--- src/rtl/assert_macros.svh ---
// Assertion macros for the line rasterizer RTL.
// Included by lpr_stepper, the module that carries concurrent checks; no other dependencies.
`ifndef ASSERT_MACROS_SVH
`define ASSERT_MACROS_SVH
`ifndef ASSERT_OFF
`define ASSERT_IMPLIES(lbl, clk, rst_n, pre, post, msg) \
    lbl: assert property (@(posedge clk) disable iff (!rst_n) (pre) |-> (post)) \
        else $error(msg);
`define ASSERT_NEXT(lbl, clk, rst_n, pre, post, msg) \
    lbl: assert property (@(posedge clk) disable iff (!rst_n) (pre) |=> (post)) \
        else $error(msg);
`else
`define ASSERT_IMPLIES(lbl, clk, rst_n, pre, post, msg)
`define ASSERT_NEXT(lbl, clk, rst_n, pre, post, msg)
`endif
`endif

--- src/rtl/lpr_pkg.sv ---
// Types, codes and helpers for the line pixel rasterizer.
// Used by lpr_stepper, lpr_addr and line_pixel_rasterizer_core; no dependencies.
`default_nettype none

package lpr_pkg;

    localparam int COORD_W        = 10;
    localparam int COLOR_W        = 4;
    localparam int ERR_W          = 11;
    localparam int OFFSET_W       = 16;
    localparam int MASK_W         = 8;
    localparam int IN_TDATA_W     = 48;
    localparam int OUT_TDATA_W    = 48;

    localparam int SCREEN_WIDTH_DEF  = 640;
    localparam int SCREEN_HEIGHT_DEF = 480;

    localparam logic [MASK_W-1:0] MASK_MSB = 8'h80;

    // operation codes carried in tuser
    localparam logic OP_LOAD = 1'b0;
    localparam logic OP_STEP = 1'b1;

    typedef enum logic [1:0] {
        SGN_NONE  = 2'b00,
        SGN_PLUS  = 2'b01,
        SGN_MINUS = 2'b11
    } t_sign;

    typedef logic [COORD_W-1:0] t_coord;

    // load word, x_start in the low bits
    typedef struct packed {
        logic [COLOR_W-1:0] pen_color;
        t_coord             y_end;
        t_coord             x_end;
        t_coord             y_start;
        t_coord             x_start;
    } t_load;

    // pixel handed from the stepper to the address stage
    typedef struct packed {
        t_coord             x;
        t_coord             y;
        logic [COLOR_W-1:0] color;
        logic               last;
    } t_pixel;

    function automatic t_coord move_axis(input t_coord v, input t_sign s);
        t_coord r;
        case (s)
            SGN_PLUS:  r = v + t_coord'(1);
            SGN_MINUS: r = v - t_coord'(1);
            default:   r = v;
        endcase
        return r;
    endfunction

endpackage

`default_nettype wire

--- src/rtl/line_pixel_rasterizer_core.sv ---
// Channel   Dir  tdata (low bit up)                                  tuser        tlast
// s_axis    in   x_start y_start x_end y_end pen_color               operation    -
// m_axis    out  pixel_x pixel_y byte_offset bit_mask pixel_color      off_screen   last_pixel
//
// One word per clock in both directions while m_axis does not stall; a step word's pixel
// passes the pixel register, then the address/output register, before it is valid on m_axis.
// Load words and steps with no active line produce no output word.
// Reset (i_rst_n low, synchronous) clears the line state: no line is active.
// A stalled output holds its word; the pixel register behind it keeps taking
// input words until a step fills it, then s_axis_tready drops.
// Depends on lpr_pkg, lpr_stepper and lpr_addr.
`default_nettype none

module line_pixel_rasterizer_core #(
    parameter int SCREEN_WIDTH  = lpr_pkg::SCREEN_WIDTH_DEF,
    parameter int SCREEN_HEIGHT = lpr_pkg::SCREEN_HEIGHT_DEF
) (
    input  wire logic                                i_clk,
    input  wire logic                                i_rst_n,
    input  wire logic                                s_axis_tvalid,
    output logic                                     s_axis_tready,
    // x_start[9:0], y_start[19:10], x_end[29:20], y_end[39:30],
    // pen_color[43:40], zero[47:44]
    input  wire logic [lpr_pkg::IN_TDATA_W-1:0]      s_axis_tdata,
    // operation[0]
    input  wire logic [0:0]                          s_axis_tuser,
    output logic                                     m_axis_tvalid,
    input  wire logic                                m_axis_tready,
    // pixel_x[9:0], pixel_y[19:10], byte_offset[35:20], bit_mask[43:36],
    // pixel_color[47:44]
    output logic [lpr_pkg::OUT_TDATA_W-1:0]          m_axis_tdata,
    // off_screen[0]
    output logic [0:0]                               m_axis_tuser,
    output logic                                     m_axis_tlast
);
    import lpr_pkg::*;

    t_load               w_load;
    logic                w_pix_valid;
    t_pixel              w_pix;
    logic                w_addr_ready;
    logic [COORD_W-1:0]  w_x, w_y;
    logic [OFFSET_W-1:0] w_offset;
    logic [MASK_W-1:0]   w_mask;
    logic [COLOR_W-1:0]  w_color;
    logic                w_off;

    assign w_load = s_axis_tdata[$bits(t_load)-1:0];

    lpr_stepper u_stepper (
        .i_clk        (i_clk),
        .i_rst_n      (i_rst_n),
        .i_valid      (s_axis_tvalid),
        .o_ready      (s_axis_tready),
        .i_op         (s_axis_tuser[0]),
        .i_load       (w_load),
        .i_down_ready (w_addr_ready),
        .o_pix_valid  (w_pix_valid),
        .o_pix        (w_pix)
    );

    lpr_addr #(
        .SCREEN_WIDTH  (SCREEN_WIDTH),
        .SCREEN_HEIGHT (SCREEN_HEIGHT)
    ) u_addr (
        .i_clk    (i_clk),
        .i_rst_n  (i_rst_n),
        .i_valid  (w_pix_valid),
        .i_pix    (w_pix),
        .o_ready  (w_addr_ready),
        .o_valid  (m_axis_tvalid),
        .i_ready  (m_axis_tready),
        .o_x      (w_x),
        .o_y      (w_y),
        .o_offset (w_offset),
        .o_mask   (w_mask),
        .o_color  (w_color),
        .o_off    (w_off),
        .o_last   (m_axis_tlast)
    );

    assign m_axis_tdata = {w_color, w_mask, w_offset, w_y, w_x};
    assign m_axis_tuser = w_off;

endmodule

`default_nettype wire

--- src/rtl/lpr_stepper.sv ---
// Bresenham stepper: line setup on load, one pixel per step, pixel register.
// Depends on lpr_pkg and assert_macros.svh.
`default_nettype none
`include "assert_macros.svh"

module lpr_stepper (
    input  wire logic           i_clk,
    input  wire logic           i_rst_n,
    input  wire logic           i_valid,
    output logic                o_ready,
    input  wire logic           i_op,
    input  wire lpr_pkg::t_load i_load,
    input  wire logic           i_down_ready,
    output logic                o_pix_valid,
    output lpr_pkg::t_pixel     o_pix
);
    import lpr_pkg::*;

    t_coord             r_x, r_y, r_dx, r_dy, r_left;
    t_sign              r_sx, r_sy;
    logic [ERR_W-1:0]   r_err;
    logic               r_x_major;
    logic [COLOR_W-1:0] r_color;
    logic               r_pix_valid;
    t_pixel             r_pix;

    t_coord             n_x, n_y, n_dx, n_dy, n_left;
    t_sign              n_sx, n_sy;
    logic [ERR_W-1:0]   n_err;
    logic               n_x_major;
    logic [COLOR_W-1:0] n_color;
    logic               n_pix_valid;
    t_pixel             n_pix;

    logic               w_accept;
    logic               w_step;
    t_coord             w_maj, w_min;
    logic [ERR_W-1:0]   w_err_sum;
    logic               w_minor_mv;
    t_coord             w_ldx, w_ldy;

    assign o_ready  = !r_pix_valid || i_down_ready;
    assign w_accept = i_valid && o_ready;
    assign w_step   = w_accept && (i_op == OP_STEP) && (r_left != '0);

    assign w_maj      = r_x_major ? r_dx : r_dy;
    assign w_min      = r_x_major ? r_dy : r_dx;
    assign w_err_sum  = r_err + {1'b0, w_min};
    assign w_minor_mv = (w_err_sum >= {1'b0, w_maj});

    assign w_ldx = (i_load.x_end >= i_load.x_start) ? (i_load.x_end - i_load.x_start)
                                                    : (i_load.x_start - i_load.x_end);
    assign w_ldy = (i_load.y_end >= i_load.y_start) ? (i_load.y_end - i_load.y_start)
                                                    : (i_load.y_start - i_load.y_end);

    always_comb begin
        n_x         = r_x;
        n_y         = r_y;
        n_dx        = r_dx;
        n_dy        = r_dy;
        n_left      = r_left;
        n_sx        = r_sx;
        n_sy        = r_sy;
        n_err       = r_err;
        n_x_major   = r_x_major;
        n_color     = r_color;
        n_pix_valid = r_pix_valid && !i_down_ready;
        n_pix       = r_pix;

        if (w_accept && (i_op == OP_LOAD)) begin
            n_x     = i_load.x_start;
            n_y     = i_load.y_start;
            n_color = i_load.pen_color;
            n_dx    = w_ldx;
            n_dy    = w_ldy;
            if (i_load.x_end > i_load.x_start) begin
                n_sx = SGN_PLUS;
            end else if (i_load.x_end == i_load.x_start) begin
                n_sx = SGN_NONE;
            end else begin
                n_sx = SGN_MINUS;
            end
            if (i_load.y_end > i_load.y_start) begin
                n_sy = SGN_PLUS;
            end else if (i_load.y_end == i_load.y_start) begin
                n_sy = SGN_NONE;
            end else begin
                n_sy = SGN_MINUS;
            end
            n_x_major = (w_ldx >= w_ldy);
            n_left    = n_x_major ? w_ldx : w_ldy;
            n_err     = {2'b00, n_left[COORD_W-1:1]};
        end else if (w_step) begin
            n_err = w_minor_mv ? (w_err_sum - {1'b0, w_maj}) : w_err_sum;
            n_x   = (r_x_major || w_minor_mv) ? move_axis(r_x, r_sx) : r_x;
            n_y   = (!r_x_major || w_minor_mv) ? move_axis(r_y, r_sy) : r_y;
            n_left = r_left - t_coord'(1);
        end

        if (w_accept) begin
            n_pix_valid = w_step;
            n_pix.x     = n_x;
            n_pix.y     = n_y;
            n_pix.color = r_color;
            n_pix.last  = (r_left == t_coord'(1));
        end
    end

    always_ff @(posedge i_clk) begin
        if (!i_rst_n) begin
            r_x         <= '0;
            r_y         <= '0;
            r_dx        <= '0;
            r_dy        <= '0;
            r_left      <= '0;
            r_sx        <= SGN_NONE;
            r_sy        <= SGN_NONE;
            r_err       <= '0;
            r_x_major   <= 1'b0;
            r_color     <= '0;
            r_pix_valid <= 1'b0;
        end else begin
            r_x         <= n_x;
            r_y         <= n_y;
            r_dx        <= n_dx;
            r_dy        <= n_dy;
            r_left      <= n_left;
            r_sx        <= n_sx;
            r_sy        <= n_sy;
            r_err       <= n_err;
            r_x_major   <= n_x_major;
            r_color     <= n_color;
            r_pix_valid <= n_pix_valid;
        end
    end

    always_ff @(posedge i_clk) begin
        r_pix <= n_pix;
    end

    assign o_pix_valid = r_pix_valid;
    assign o_pix       = r_pix;

    `ASSERT_NEXT(a_idle_step_silent, i_clk, i_rst_n, w_accept && (i_op == OP_STEP) && (r_left == '0), !r_pix_valid, "step without active line produced a pixel")
    `ASSERT_NEXT(a_step_counts_down, i_clk, i_rst_n, w_step, r_pix_valid && (r_left == ($past(r_left) - t_coord'(1))), "step did not emit a pixel and count down")
    `ASSERT_IMPLIES(a_err_bounded, i_clk, i_rst_n, r_left != '0, (r_err < {1'b0, (r_x_major ? r_dx : r_dy)}), "error term reached major delta")

endmodule

`default_nettype wire

--- src/rtl/lpr_addr.sv ---
// Address stage: screen clip, planar byte offset, bit mask and output register.
// Depends on lpr_pkg.
`default_nettype none

module lpr_addr #(
    parameter int SCREEN_WIDTH  = lpr_pkg::SCREEN_WIDTH_DEF,
    parameter int SCREEN_HEIGHT = lpr_pkg::SCREEN_HEIGHT_DEF
) (
    input  wire logic                            i_clk,
    input  wire logic                            i_rst_n,
    input  wire logic                            i_valid,
    input  wire lpr_pkg::t_pixel                 i_pix,
    output logic                                 o_ready,
    output logic                                 o_valid,
    input  wire logic                            i_ready,
    output logic [lpr_pkg::COORD_W-1:0]          o_x,
    output logic [lpr_pkg::COORD_W-1:0]          o_y,
    output logic [lpr_pkg::OFFSET_W-1:0]         o_offset,
    output logic [lpr_pkg::MASK_W-1:0]           o_mask,
    output logic [lpr_pkg::COLOR_W-1:0]         o_color,
    output logic                                 o_off,
    output logic                                 o_last
);
    import lpr_pkg::*;

    localparam int DIM_W  = COORD_W + 1;
    localparam int PROD_W = COORD_W + DIM_W;
    localparam logic [DIM_W-1:0] WIDTH_C  = DIM_W'(SCREEN_WIDTH);
    localparam logic [DIM_W-1:0] HEIGHT_C = DIM_W'(SCREEN_HEIGHT);

    logic                r_valid;
    logic [COORD_W-1:0]  r_x, r_y;
    logic [OFFSET_W-1:0] r_offset;
    logic [MASK_W-1:0]   r_mask;
    logic [COLOR_W-1:0]  r_color;
    logic                r_off, r_last;

    logic                n_valid;
    logic                w_off;
    logic [PROD_W-1:0]   w_lin;
    logic [OFFSET_W-1:0] w_offset;

    assign o_ready = !r_valid || i_ready;
    assign n_valid = o_ready ? i_valid : r_valid;

    assign w_off    = ({1'b0, i_pix.x} >= WIDTH_C) || ({1'b0, i_pix.y} >= HEIGHT_C);
    // row-major pixel index; eight pixels per planar byte
    assign w_lin    = ({{DIM_W{1'b0}}, i_pix.y} * {{COORD_W{1'b0}}, WIDTH_C})
                    + {{DIM_W{1'b0}}, i_pix.x};
    assign w_offset = w_off ? '0 : w_lin[OFFSET_W+2:3];

    always_ff @(posedge i_clk) begin
        if (!i_rst_n) begin
            r_valid <= 1'b0;
        end else begin
            r_valid <= n_valid;
        end
    end

    always_ff @(posedge i_clk) begin
        if (o_ready) begin
            r_x      <= i_pix.x;
            r_y      <= i_pix.y;
            r_offset <= w_offset;
            r_mask   <= MASK_MSB >> i_pix.x[2:0];
            r_color  <= i_pix.color;
            r_off    <= w_off;
            r_last   <= i_pix.last;
        end
    end

    assign o_valid  = r_valid;
    assign o_x      = r_x;
    assign o_y      = r_y;
    assign o_offset = r_offset;
    assign o_mask   = r_mask;
    assign o_color  = r_color;
    assign o_off    = r_off;
    assign o_last   = r_last;

endmodule

`default_nettype wire

--- config.mk ---
export PLATFORM = sky130hd
export DESIGN_NAME = line_pixel_rasterizer_core
export DESIGN_NICKNAME = d
export VERILOG_FILES = /design/src/rtl/lpr_pkg.sv /design/src/rtl/line_pixel_rasterizer_core.sv /design/src/rtl/lpr_stepper.sv /design/src/rtl/lpr_addr.sv
export VERILOG_INCLUDE_DIRS = /design/src /design/src/rtl
export SDC_FILE = /design/constraint.sdc
export NUM_CORES = 1
export LEC_CHECK = 0
export ABC_AREA = 1
export ABC_CLOCK_PERIOD_IN_PS = 5800
export BUFFER_PORTS_ARGS = -buffer_cell sky130_fd_sc_hd__buf_2
export CORE_MARGIN = 2
export CORE_UTILIZATION = 35
export CTS_BUF_LIST = sky130_fd_sc_hd__clkbuf_4
export CTS_CLUSTER_DIAMETER = 120
export DETAILED_ROUTE_END_ITERATION = 6
export MAX_ROUTING_LAYER = met4
export PLACE_DENSITY = 0.59
export SLEW_MARGIN = 0
export SYNTH_ARGS = -nofsm -noshare
export SYNTH_HDL_FRONTEND = slang
export SYNTH_SLANG_ARGS = --single-unit
export TNS_END_PERCENT = 50
--- constraint.sdc ---
create_clock -name i_clk -period 5.8 [get_ports i_clk]
set_clock_uncertainty 0.2 [all_clocks]
set_input_delay 0.29 -clock i_clk [delete_from_list [all_inputs] [get_ports i_clk]]
set_output_delay 0.29 -clock i_clk [all_outputs]
set_load 0.02 [all_outputs]
==> results of run 1 <==
-- logic make-up after synthesis --
logic type / share of synthesized area (%)
fa+ha+maj: 13.6
buf+inv: 9.83
xor+xnor: 4.53
simple gates: 25.7
flops: 33.0
compound gates: 13.3
-- registers in the layout, indices dropped and copies added, names as in the netlist, 2 cells and up --
| signal | cells |
|---|---|
| u_addr.o_color | 4 |
| u_addr.o_mask | 8 |
| u_addr.o_offset | 16 |
| u_addr.o_x | 10 |
| u_addr.o_y | 10 |
| u_stepper.o_pix | 25 |
| u_stepper.r_color | 4 |
| u_stepper.r_dx | 10 |
| u_stepper.r_dy | 10 |
| u_stepper.r_err | 11 |
| u_stepper.r_left | 10 |
| u_stepper.r_sx | 2 |
| u_stepper.r_sy | 2 |
| u_stepper.r_x | 10 |
| u_stepper.r_y | 10 |
-- area by class of cell --
class / count / area share [%]
Multi-Input combinational cell: 1042 / 50.8
Sequential cell: 147 / 29.2
Inverter: 229 / 6.80
Timing Repair Buffer: 133 / 6.46
Tap cell: 402 / 3.98
Clock inverter: 15 / 1.67
Clock buffer: 17 / 1.01
Antenna cell: 2 / 0.0396
-- timing repair --
| action | CTS | global route |
|---|---|---|
| endpoints found under the hold margin | 64 | 0 |
| hold buffers | 27 | 0 |
| setup endpoints to repair | 0 | 0 |
-- worst min path at each step --
stage / from / endpoint / slack [ns]
floorplan: u_stepper.o_pix[1]$_DFFE_PP_ / u_addr.o_color[0]$_DFFE_PP_ / 0.20
global route: s_axis_tuser / u_stepper.o_pix_valid$_SDFF_PN0_ / 0.03
global placement: u_stepper.o_pix[0]$_DFFE_PP_ / u_addr.o_last$_DFFE_PP_ / 0.20
CTS: s_axis_tuser / u_stepper.o_pix_valid$_SDFF_PN0_ / 0.006
detailed placement: u_stepper.o_pix[3]$_DFFE_PP_ / u_addr.o_color[2]$_DFFE_PP_ / 0.20
finish: s_axis_tuser / u_stepper.o_pix_valid$_SDFF_PN0_ / 0.06
-- Yosys cell counts, drive strengths merged, types with 2 or more instances --
cell type	instances	area (um^2)
nand3	111	691
fa	10	200
a22o	5	43.8
xor2	39	342
dfxtp	72	1440
o21bai	6	48.8
edfxtp	75	2250
o22ai	12	75.1
or2	6	37.5
a21oi	95	528
nor2	86	375
ha	106	1330
nand4	19	161
a31oi	6	37.5
a21boi	2	15.0
and3	3	18.8
a21o	5	37.5
clkbuf	13	48.8
o21ai	115	594
xnor2	19	166
o211ai	6	50.1
nor3	13	70.1
buf	24	193
inv	228	856
nand3b	2	27.5
nand2	366	1490
o21a	4	30.0
-- per-layer routing --
metal	wire length, um	GRT usage (%)
met1	13700	23.0
met2	12700	28.7
met3	936	1.87
met4	624	5.34
met5	0	-
-- worst max-delay path: stages (launching register included) --
cell	delay, ns
dfxtp_1	0.63
buf_4	0.35
o21ai_0	0.18
ha_1	0.38
nand2_1	0.10
nor2_2	0.13
nand2_1	0.06
nand3_1	0.13
nand3_1	0.09
nand2_1	0.08
xor2_1	0.24
ha_1	0.34
a21o_1	0.21
nor2_1	0.13
nand3_2	0.13
nand2_4	0.12
nand4_4	0.28
nand2_4	0.24
nand2_1	0.09
nand3_2	0.08
nand2_1	0.09
-- power breakdown --
group	total (mW)	switching [mW]	internal (mW)	leakage [nW]
Clock	0.765	0.442	0.323	0.184
Sequential	1.28	0.0626	1.22	1.41
Combinational	1.73	1.13	0.607	4.68
==> results_dict.tcl, run 1 <==
set metrics [dict create \
    post_layout_nonfiller_instances 1987 \
    nFillCells 3317 \
    syn_avg_cell_area_um2 7.70 \
    seqCellArea_um2 3690 \
    async_reset_ff_share_pct 0 \
    dieArea_um2 33500 \
    start_util_pct 35.5 \
    drc 4 \
    fin_total_pwr_mw 3.78 \
    final_common_cell "nand2_1" \
    outcome "complete, but fails checks" \
    fp.dieH_um 183 \
    crit_end "u_stepper.o_pix[10]$_DFFE_PP_" \
    row_count 65 \
    grt_util_all_layers_pct 17.6 \
    hold_depth 3 \
    clockRootBuffer "clkbuf_4" \
    period_minus_slack_ns 4.54 \
    cts_resized 0 \
    r2r-start "u_stepper.r_x_major$_SDFFE_PN0P_" \
    path_class "reg -> reg" \
    ctsHtreeMaxLevel 4 \
    via_count 9583 \
    antenna_found_initial 1 \
    crit_required_ns 5.90 \
    multiInputGateArea_um2 6420 \
    syn_inst 1455 \
    hold_path_class "in -> reg" \
    cts_tree "done" \
    path_clk_slew_ns 0.16 \
    maxSlewViolCount 0 \
    viasPerCell 4.82 \
    dpl_cell_area_um2 12000 \
    critPathMaxFanout 26 \
    finalCritPeriodShare_pct 78.3 \
    ioPinCount 105 \
    syn-cell-area_um2 11200 \
    preCtsSetupSlack_ns 1.30 \
    final_cell_mix "nand2_1, inv_1, ha_1, buf_2, o21ai_0" \
    drt_iter0_markers 611 \
    cts_buffers 17 \
    layout_setup_ws_ns 1.26 \
    gp_congestion 0.888 \
    ant_nets 0 \
    die-width_um 183 \
    area_growth_pct 12.7 \
    hold_viol_final 0 \
    rr_endpoint "u_stepper.o_pix[10]$_DFFE_PP_" \
    ys_ff_latch 147 \
    drive_gt1_share_pct 15.5 \
    cts_sinks 147 \
    grt-ovfl-total 0 \
    dp_cells 1926 \
    insertion_delay_ns 0.56 \
    end_kind "register" \
    nets 1739 \
    r2r_cells 20 \
    p_leak_nw 6.27 \
    yosysSeqAreaShare_pct 33.0 \
    slew_headroom_pct 25.2 \
    vdd_ir_drop_max_uv 171 \
    worstMarginPinSlew_ns 1.12 \
    grt_pass1_vias 9195 \
    fmax_mhz 220 \
    violations "DRC" \
    finalSetupTns_ns 0 \
    yosys_warnings 0 \
    wirelength_um 27900 \
    grt_first_pass_wirelength_um 45700 \
    rsz0062_at_grt "no" \
    grt_max_degree 52 \
    synth_enable_flop_cells 75 \
    setup_viol 0 \
    power_density_nw_per_um2 299 \
    post_cts_buffers 0 \
    fin_worst_hold_slack_ns 0.0590 \
    cp-startpoint "u_stepper.r_x_major$_SDFFE_PN0P_" \
    stdcell_area_um2 12600 \
    drv_cap 0 \
    postLayoutCoreUtil_pct 40.0 \
    avgRoutedWirePerCell_um 14.1 \
    core_area_um2 31600 \
    dp.final_hpwl_um 22200 \
    cts_buffer_depth 2 \
    synth_nets 1624 \
    r2r_setup_slack_ns 1.26 \
    cp.arrival_ns 4.64 \
    drt_pass1_iterations 7 \
    worstSetupStartpointType "register" \
    ys.flop_type "edfxtp_1" \
    port_buffers 100 \
    synth_cell_types 54 \
]
Note: power is estimated with default switching activity, not from simulation.
==> inputs of run 2 (changes only) <==
Settings changed: ABC_AREA 1 to 0, ABC_CLOCK_PERIOD_IN_PS 5800 to 4160, PLACE_DENSITY 0.59 to 0.61.
Clock period 5.8 ns to 4.16 ns, I/O delays scaled along.
==> run 2 against run 1 <==
The flow finishes with violations (setup timing). Critical path depth unchanged. Via count is 1.8% higher. Synthesized cell count is 20% lower. Synthesized area down 4.8%. Largest cell class unchanged. Critical endpoint is now u_stepper.o_pix[16]$_DFFE_PP_. Routed wire length is 11% higher. Flip-flop and latch count is the same. Final cell count is 4.3% lower. Clock power up 8.9%. Hold slack better by 0.0022 ns. Combinational power grew 110%.
==> results_dict.tcl, run 2 <==
set metrics [dict create \
    outcome "complete, but fails checks" \
    final_common_cell "buf_4" \
    syn-cell-area_um2 10700 \
    power_density_nw_per_um2 442 \
    p_leak_nw 6.50 \
    syn_inst 1161 \
    cts_buffers 17 \
    cts_tree "done" \
    met3_usage_pct 2.41 \
    grt_max_degree 57 \
    synth_nets 1330 \
    antenna_found_initial 2 \
    drt_iter0_markers 752 \
    finalSetupTns_ns -0.490 \
    layout_setup_ws_ns -0.0732 \
    drc 0 \
    fp.dieH_um 179 \
    final_cell_mix "buf_4, inv_1, nor2_1, buf_2, ha_1" \
    async_reset_ff_share_pct 0 \
    fmax_mhz 236 \
    clockPowerShare_pct 13.1 \
    avgRoutedWirePerCell_um 16.3 \
    cts_sinks 147 \
    violations "setup timing" \
    port_buffers 100 \
    wirelength_um 30900 \
    start_util_pct 35.8 \
    switchingPower_mw 2.55 \
    largest_register_ffs 25 \
    ys_ff_latch 147 \
    postLayoutCoreUtil_pct 48.4 \
    synth.top_cells.by_area "edfxtp_1, dfxtp_1, ha_1" \
    gr-usage-met2_pct 31.5 \
    hold_path_class "in -> reg" \
    r2r-start "u_stepper.r_x_major$_SDFFE_PN0P_" \
    grt_util_all_layers_pct 19.8 \
    gp_congestion 0.899 \
    grt_most_used_layer "met2" \
    preCtsSetupSlack_ns -0.594 \
    die-width_um 179 \
    viasPerCell 5.13 \
    maxSlewViolCount 0 \
    ioPinCount 105 \
    cts_buffer_depth 2 \
    path_clk_slew_ns 0.14 \
    hold_viol_final 0 \
    row_count 63 \
    yosysSeqAreaShare_pct 34.6 \
    worstMarginPinSlew_ns 1.21 \
    intPower_mw 3.82 \
    end_kind "register" \
    via_count 9751 \
    ys.flop_type "edfxtp_1" \
    crit_required_ns 4.39 \
    synth_enable_flop_cells 75 \
    insertion_delay_ns 0.58 \
    period_minus_slack_ns 4.23 \
    rsz0062_at_grt "yes" \
    path_cells "mux2_4 -> ha_4 -> fa_2 -> a21oi_4 -> nor2b_1 -> nor2_1 -> xnor2_1 -> ha_1 -> o21a_1 -> o21ai_1 -> a31oi_1 -> buf_4 -> o21ai_4 -> buf_6 -> o2111ai_4 -> buf_6 -> nand2_4 -> mux2_4 -> a21oi_2 -> buf_4" \
    rr_endpoint "u_stepper.o_pix[16]$_DFFE_PP_" \
    use_met1_pct 26.9 \
    dp.final_hpwl_um 23800 \
    r2r_setup_slack_ns -0.07 \
    max_stage_delay_ns 0.41 \
    cp-startpoint "u_stepper.r_x_major$_SDFFE_PN0P_" \
    ys_top_cells_by_count "ha_1, nor2_1, inv_1" \
    drv_cap 0 \
    yosys.area.top_type_share_pct 21.1 \
    clockRootBuffer "clkbuf_4" \
    ant_nets 0 \
    core_area_um2 29800 \
    grt_first_pass_wirelength_um 48400 \
    fin_total_pwr_mw 6.37 \
    setup_viol 19 \
    slew_headroom_pct 19.4 \
    critPathMaxFanout 5 \
    dieArea_um2 31900 \
    cp_num_cells 20 \
    drt_pass1_iterations 5 \
    ctsHtreeMaxLevel 4 \
    vdd_ir_drop_max_uv 284 \
    area_growth_pct 35.2 \
    r2r_cells 20 \
    crit_slowest_cell "dfxtp_4" \
    crit_end "u_stepper.o_pix[16]$_DFFE_PP_" \
    path_class "reg -> reg" \
    finalCritPeriodShare_pct 102 \
    post_layout_nonfiller_instances 1902 \
    crit_family "compound AO/OA/AOI/OAI gates" \
    cp.arrival_ns 4.47 \
    worstSetupStartpointType "register" \
    syn_avg_cell_area_um2 9.19 \
    synth_cell_types 86 \
    grt-ovfl-total 0 \
    critPathBufInv 4 \
    grt_pass1_vias 9296 \
    comb_power_share_pct 57.7 \
    seqPwrFrac_pct 29.2 \
    synth_top_area_cell "edfxtp_1" \
    dp_cells 1812 \
    drive_gt1_share_pct 33.7 \
    nets 1667 \
    yosys_warnings 0 \
    p_sw_share_pct 40.0 \
]
-- run 2: timing repair --
item                                    in CTS  in global routing
setup buffers                               19                 15
pin swaps                                   34                 54
endpoints found under the setup margin      43                 60
endpoints found under the hold margin       49                  0
hold buffers                                28                  0
resized for setup                           36                 90
gates cloned                                 0                  0
-- run 2: metal layers --
layer,up-vias,wire [um]
met5,-,0
met4,0,554
met3,41,1280
met2,237,14200
met1,4599,14900
li1,4874,-
-- run 2: how the worst min path moves through the flow --
stage	startpoint	to	slack (ns)	cells past startpoint
after floorplan	s_axis_tdata[40]	u_stepper.r_color[0]$_SDFFE_PN0P_	0.14	2
after global placement	u_stepper.o_pix[4]$_DFFE_PP_	u_addr.o_color[3]$_DFFE_PP_	0.20	0
after detailed placement	u_stepper.o_pix[0]$_DFFE_PP_	u_addr.o_last$_DFFE_PP_	0.20	0
after CTS	s_axis_tdata[30]	u_stepper.r_dy[0]$_SDFFE_PN0P_	0.04	5
after global routing	s_axis_tdata[30]	u_stepper.r_dy[0]$_SDFFE_PN0P_	0.05	5
final	s_axis_tdata[30]	u_stepper.r_dy[0]$_SDFFE_PN0P_	0.06	5
-- run 2: layout make-up --
| cell class | count | area, um^2 |
|---|---|---|
| Inverter | 105 | 394 |
| Tap cell | 390 | 488 |
| Antenna cell | 1 | 2.50 |
| Multi-Input combinational cell | 864 | 6970 |
| Clock inverter | 15 | 119 |
| Fill cell | 2819 | 15400 |
| Sequential cell | 147 | 3700 |
| Clock buffer | 17 | 128 |
| Timing Repair Buffer | 363 | 2630 |
-- run 2: logic make-up (layout without fill, tap and decap cells) --
group | Yosys count | in the layout | synth area share, %
buf+inv | 150 | 500 | 5.85
mux | 59 | 59 | 5.82
xor+xnor | 53 | 53 | 4.35
other cells | 0 | 1 | 0
fa+ha+maj | 116 | 116 | 14.3
compound gates | 295 | 295 | 19.1
simple gates | 341 | 341 | 16.0
flops | 147 | 147 | 34.6
-- run 2: per-stage QoR --
step | hold WS, ns | cell area, um^2
global route | 0.0489 | 14400
finish | 0.0612 | 14400
detailed placement | 0.205 | 13000
CTS | 0.0381 | 13900
floorplan | 0.144 | 10700
global placement | 0.202 | 13000
-- run 2: power by group through the flow --
stage	Sequential, mW	Clock, mW	Combinational (mW)
floorplan	1.93	0	1.82
global placement	1.88	0	3.00
detailed placement	1.88	0	3.04
CTS	1.85	0.850	3.31
global route	1.88	0.919	3.96
finish	1.86	0.833	3.68
-- run 2: tightest hold or removal path, stage by stage --
cell      delay (ns)
buf_2           0.09
buf_4           0.10
ha_1            0.17
buf_4           0.16
a211oi_1        0.08
==> inputs of run 3 (changes only) <==
Settings changed: ABC_CLOCK_PERIOD_IN_PS 4160 to 5400, BUFFER_PORTS_ARGS -buffer_cell sky130_fd_sc_hd__buf_2 to not set, CORE_MARGIN 2 to not set, DONT_BUFFER_PORTS set to 1, PLACE_DENSITY 0.61 to 0.56.
Clock period 4.16 ns to 5.4 ns, I/O delays scaled along.
==> run 3 against run 2 <==
The flow now finishes without violations. Sequential power fell by 19%. Clock power fell by 23%. Core utilization shrank 9.6 points. Global-route usage is 1.3 points lower. Critical path type unchanged. Largest cell class unchanged.
==> results_dict.tcl, run 3 (same netlist as run 2, synthesis figures left out) <==
set metrics [dict create \
    crit_end "u_stepper.o_pix[23]$_DFFE_PP_" \
    insertion_delay_ns 0.56 \
    worstSetupStartpointType "register" \
    gp_congestion 0.920 \
    r2r_setup_slack_ns 0.27 \
    ctsHtreeMaxLevel 4 \
    setup_viol 0 \
    preCtsSetupSlack_ns 0.376 \
    avgRoutedWirePerCell_um 17.5 \
    outcome "complete, no violations" \
    grt_max_degree 57 \
    crit_slowest_cell "dfxtp_1" \
    drive_gt1_share_pct 8.10 \
    final_cell_mix "ha_1, nor2_1, inv_1, a21oi_1, nand2_1" \
    critPathMaxFanout 8 \
    hold_viol_final 0 \
    drt_pass1_iterations 5 \
    row_count 63 \
    layout_setup_ws_ns 0.267 \
    grt_first_pass_wirelength_um 44000 \
    cts_tree "done" \
    post_cts_buffers 0 \
    path_class "reg -> reg" \
    power_density_nw_per_um2 337 \
    via_count 8473 \
    vdd_ir_drop_max_uv 129 \
    cp.arrival_ns 5.22 \
    final_common_cell "ha_1" \
    crit_required_ns 5.49 \
    antenna_found_initial 1 \
    ioPinCount 105 \
    cp-startpoint "u_stepper.r_x_major$_SDFFE_PN0P_" \
    viasPerCell 5.38 \
    fp.dieH_um 177 \
    drv_cap 0 \
    r2r-start "u_stepper.r_x_major$_SDFFE_PN0P_" \
    cts_resized 0 \
    p_leak_nw 4.83 \
    ant_nets 0 \
    met1Wirelength_um 13300 \
    critPathBufInv 0 \
    rsz0062_at_grt "no" \
    slew_headroom_pct 29.5 \
    finalSetupTns_ns 0 \
    dp.final_hpwl_um 21100 \
    path_cells "mux2_2 -> ha_1 -> fa_1 -> a21oi_2 -> nor2_1 -> nor3_1 -> o21ai_0 -> xor2_1 -> ha_1 -> or3_1 -> o21ai_1 -> o2111ai_2 -> and2_1 -> a311oi_1 -> nor2_1" \
    drt_iter0_markers 440 \
    crit_family "compound AO/OA/AOI/OAI gates" \
    max_stage_delay_ns 0.55 \
    r2r_cells 15 \
    grt-ovfl-total 0 \
    maxSlewViolCount 0 \
    highest_layer "met4" \
    core_area_um2 29800 \
    cts_buffers 17 \
    start_util_pct 35.8 \
    fin_total_pwr_mw 3.89 \
    rr_endpoint "u_stepper.o_pix[23]$_DFFE_PP_" \
    wirelength_um 27600 \
    die-width_um 177 \
    area_growth_pct 8.30 \
    hold_path_class "in -> reg" \
    cts_buffer_depth 2 \
    finalCritPeriodShare_pct 95.1 \
    fmax_mhz 195 \
    cp_num_cells 15 \
    cts_sinks 147 \
    grt_pass1_vias 8232 \
    worstMarginPinSlew_ns 1.06 \
    wl_met3_um 1090 \
    port_buffers 0 \
    path_clk_slew_ns 0.14 \
    cts_hold_buf 30 \
    postLayoutCoreUtil_pct 38.8 \
    largest_register_ffs 25 \
    dr_wl_met2_um 12700 \
    end_kind "register" \
    dieArea_um2 31200 \
    drc 0 \
    grt_util_all_layers_pct 18.5 \
    nets 1341 \
    period_minus_slack_ns 5.13 \
    clockRootBuffer "clkbuf_4" \
]
run 3: cell types whose count changed in the layout (fill, tap and decap cells not counted), sizes merged:
cell         before  now
buf             335    7
clkinv            4    3
clkinvlp          3    5
dlygate4sd3      28   30
inv             113  112
run 3: where the power goes:
group          switching, mW  internal, mW  total [mW]
combinational           1.02         0.732        1.75
sequential             0.164          1.33        1.50
clock                  0.452         0.192       0.644
total                   1.63          2.26        3.89
run 3: layout make-up:
class	count	area [um^2]
fillers	3020	18200
multi-input cells	864	6360
flip-flops and latches	147	3690
well taps	390	488
inverters	105	394
repair buffers	37	365
clock buffers	17	128
clock inverters	15	120
diodes	1	2.50
run 3: per-layer routing:
| metal | track usage [%] | vias up |
|---|---|---|
| li1 | - | 4221 |
| met4 | 5.32 | 0 |
| met3 | 2.65 | 31 |
| met2 | 30.1 | 188 |
| met5 | - | - |
| met1 | 23.8 | 4033 |
run 3: per-stage QoR:
step	cells	hold WS [ns]	cell area [um^2]
after global placement	1513	0.208	11000
after floorplan	1161	0.200	10700
after CTS	1575	0.0143	11500
final	1576	0.0470	11600
after detailed placement	1513	0.208	11000
after global routing	1576	0.0400	11600
run 3: worst min-delay path: stages:
cell,delay (ns)
inv_2,0.01
buf_4,0.32
nor2_1,0.16
run 3: worst min path at each step:
stage,endpoint,start,slack [ns],cells past startpoint
5_1_grt,u_stepper.r_dy[5]$_SDFFE_PN0P_,i_rst_n,0.04,3
6_report,u_stepper.r_dy[5]$_SDFFE_PN0P_,i_rst_n,0.05,3
4_1_cts,u_stepper.r_dy[5]$_SDFFE_PN0P_,i_rst_n,0.01,3
2_1_floorplan,u_addr.o_color[0]$_DFFE_PP_,u_stepper.o_pix[1]$_DFFE_PP_,0.20,0
3_3_place_gp,u_addr.o_color[0]$_DFFE_PP_,u_stepper.o_pix[1]$_DFFE_PP_,0.21,0
3_5_place_dp,u_stepper.r_dy[6]$_SDFFE_PN0P_,i_rst_n,0.21,1
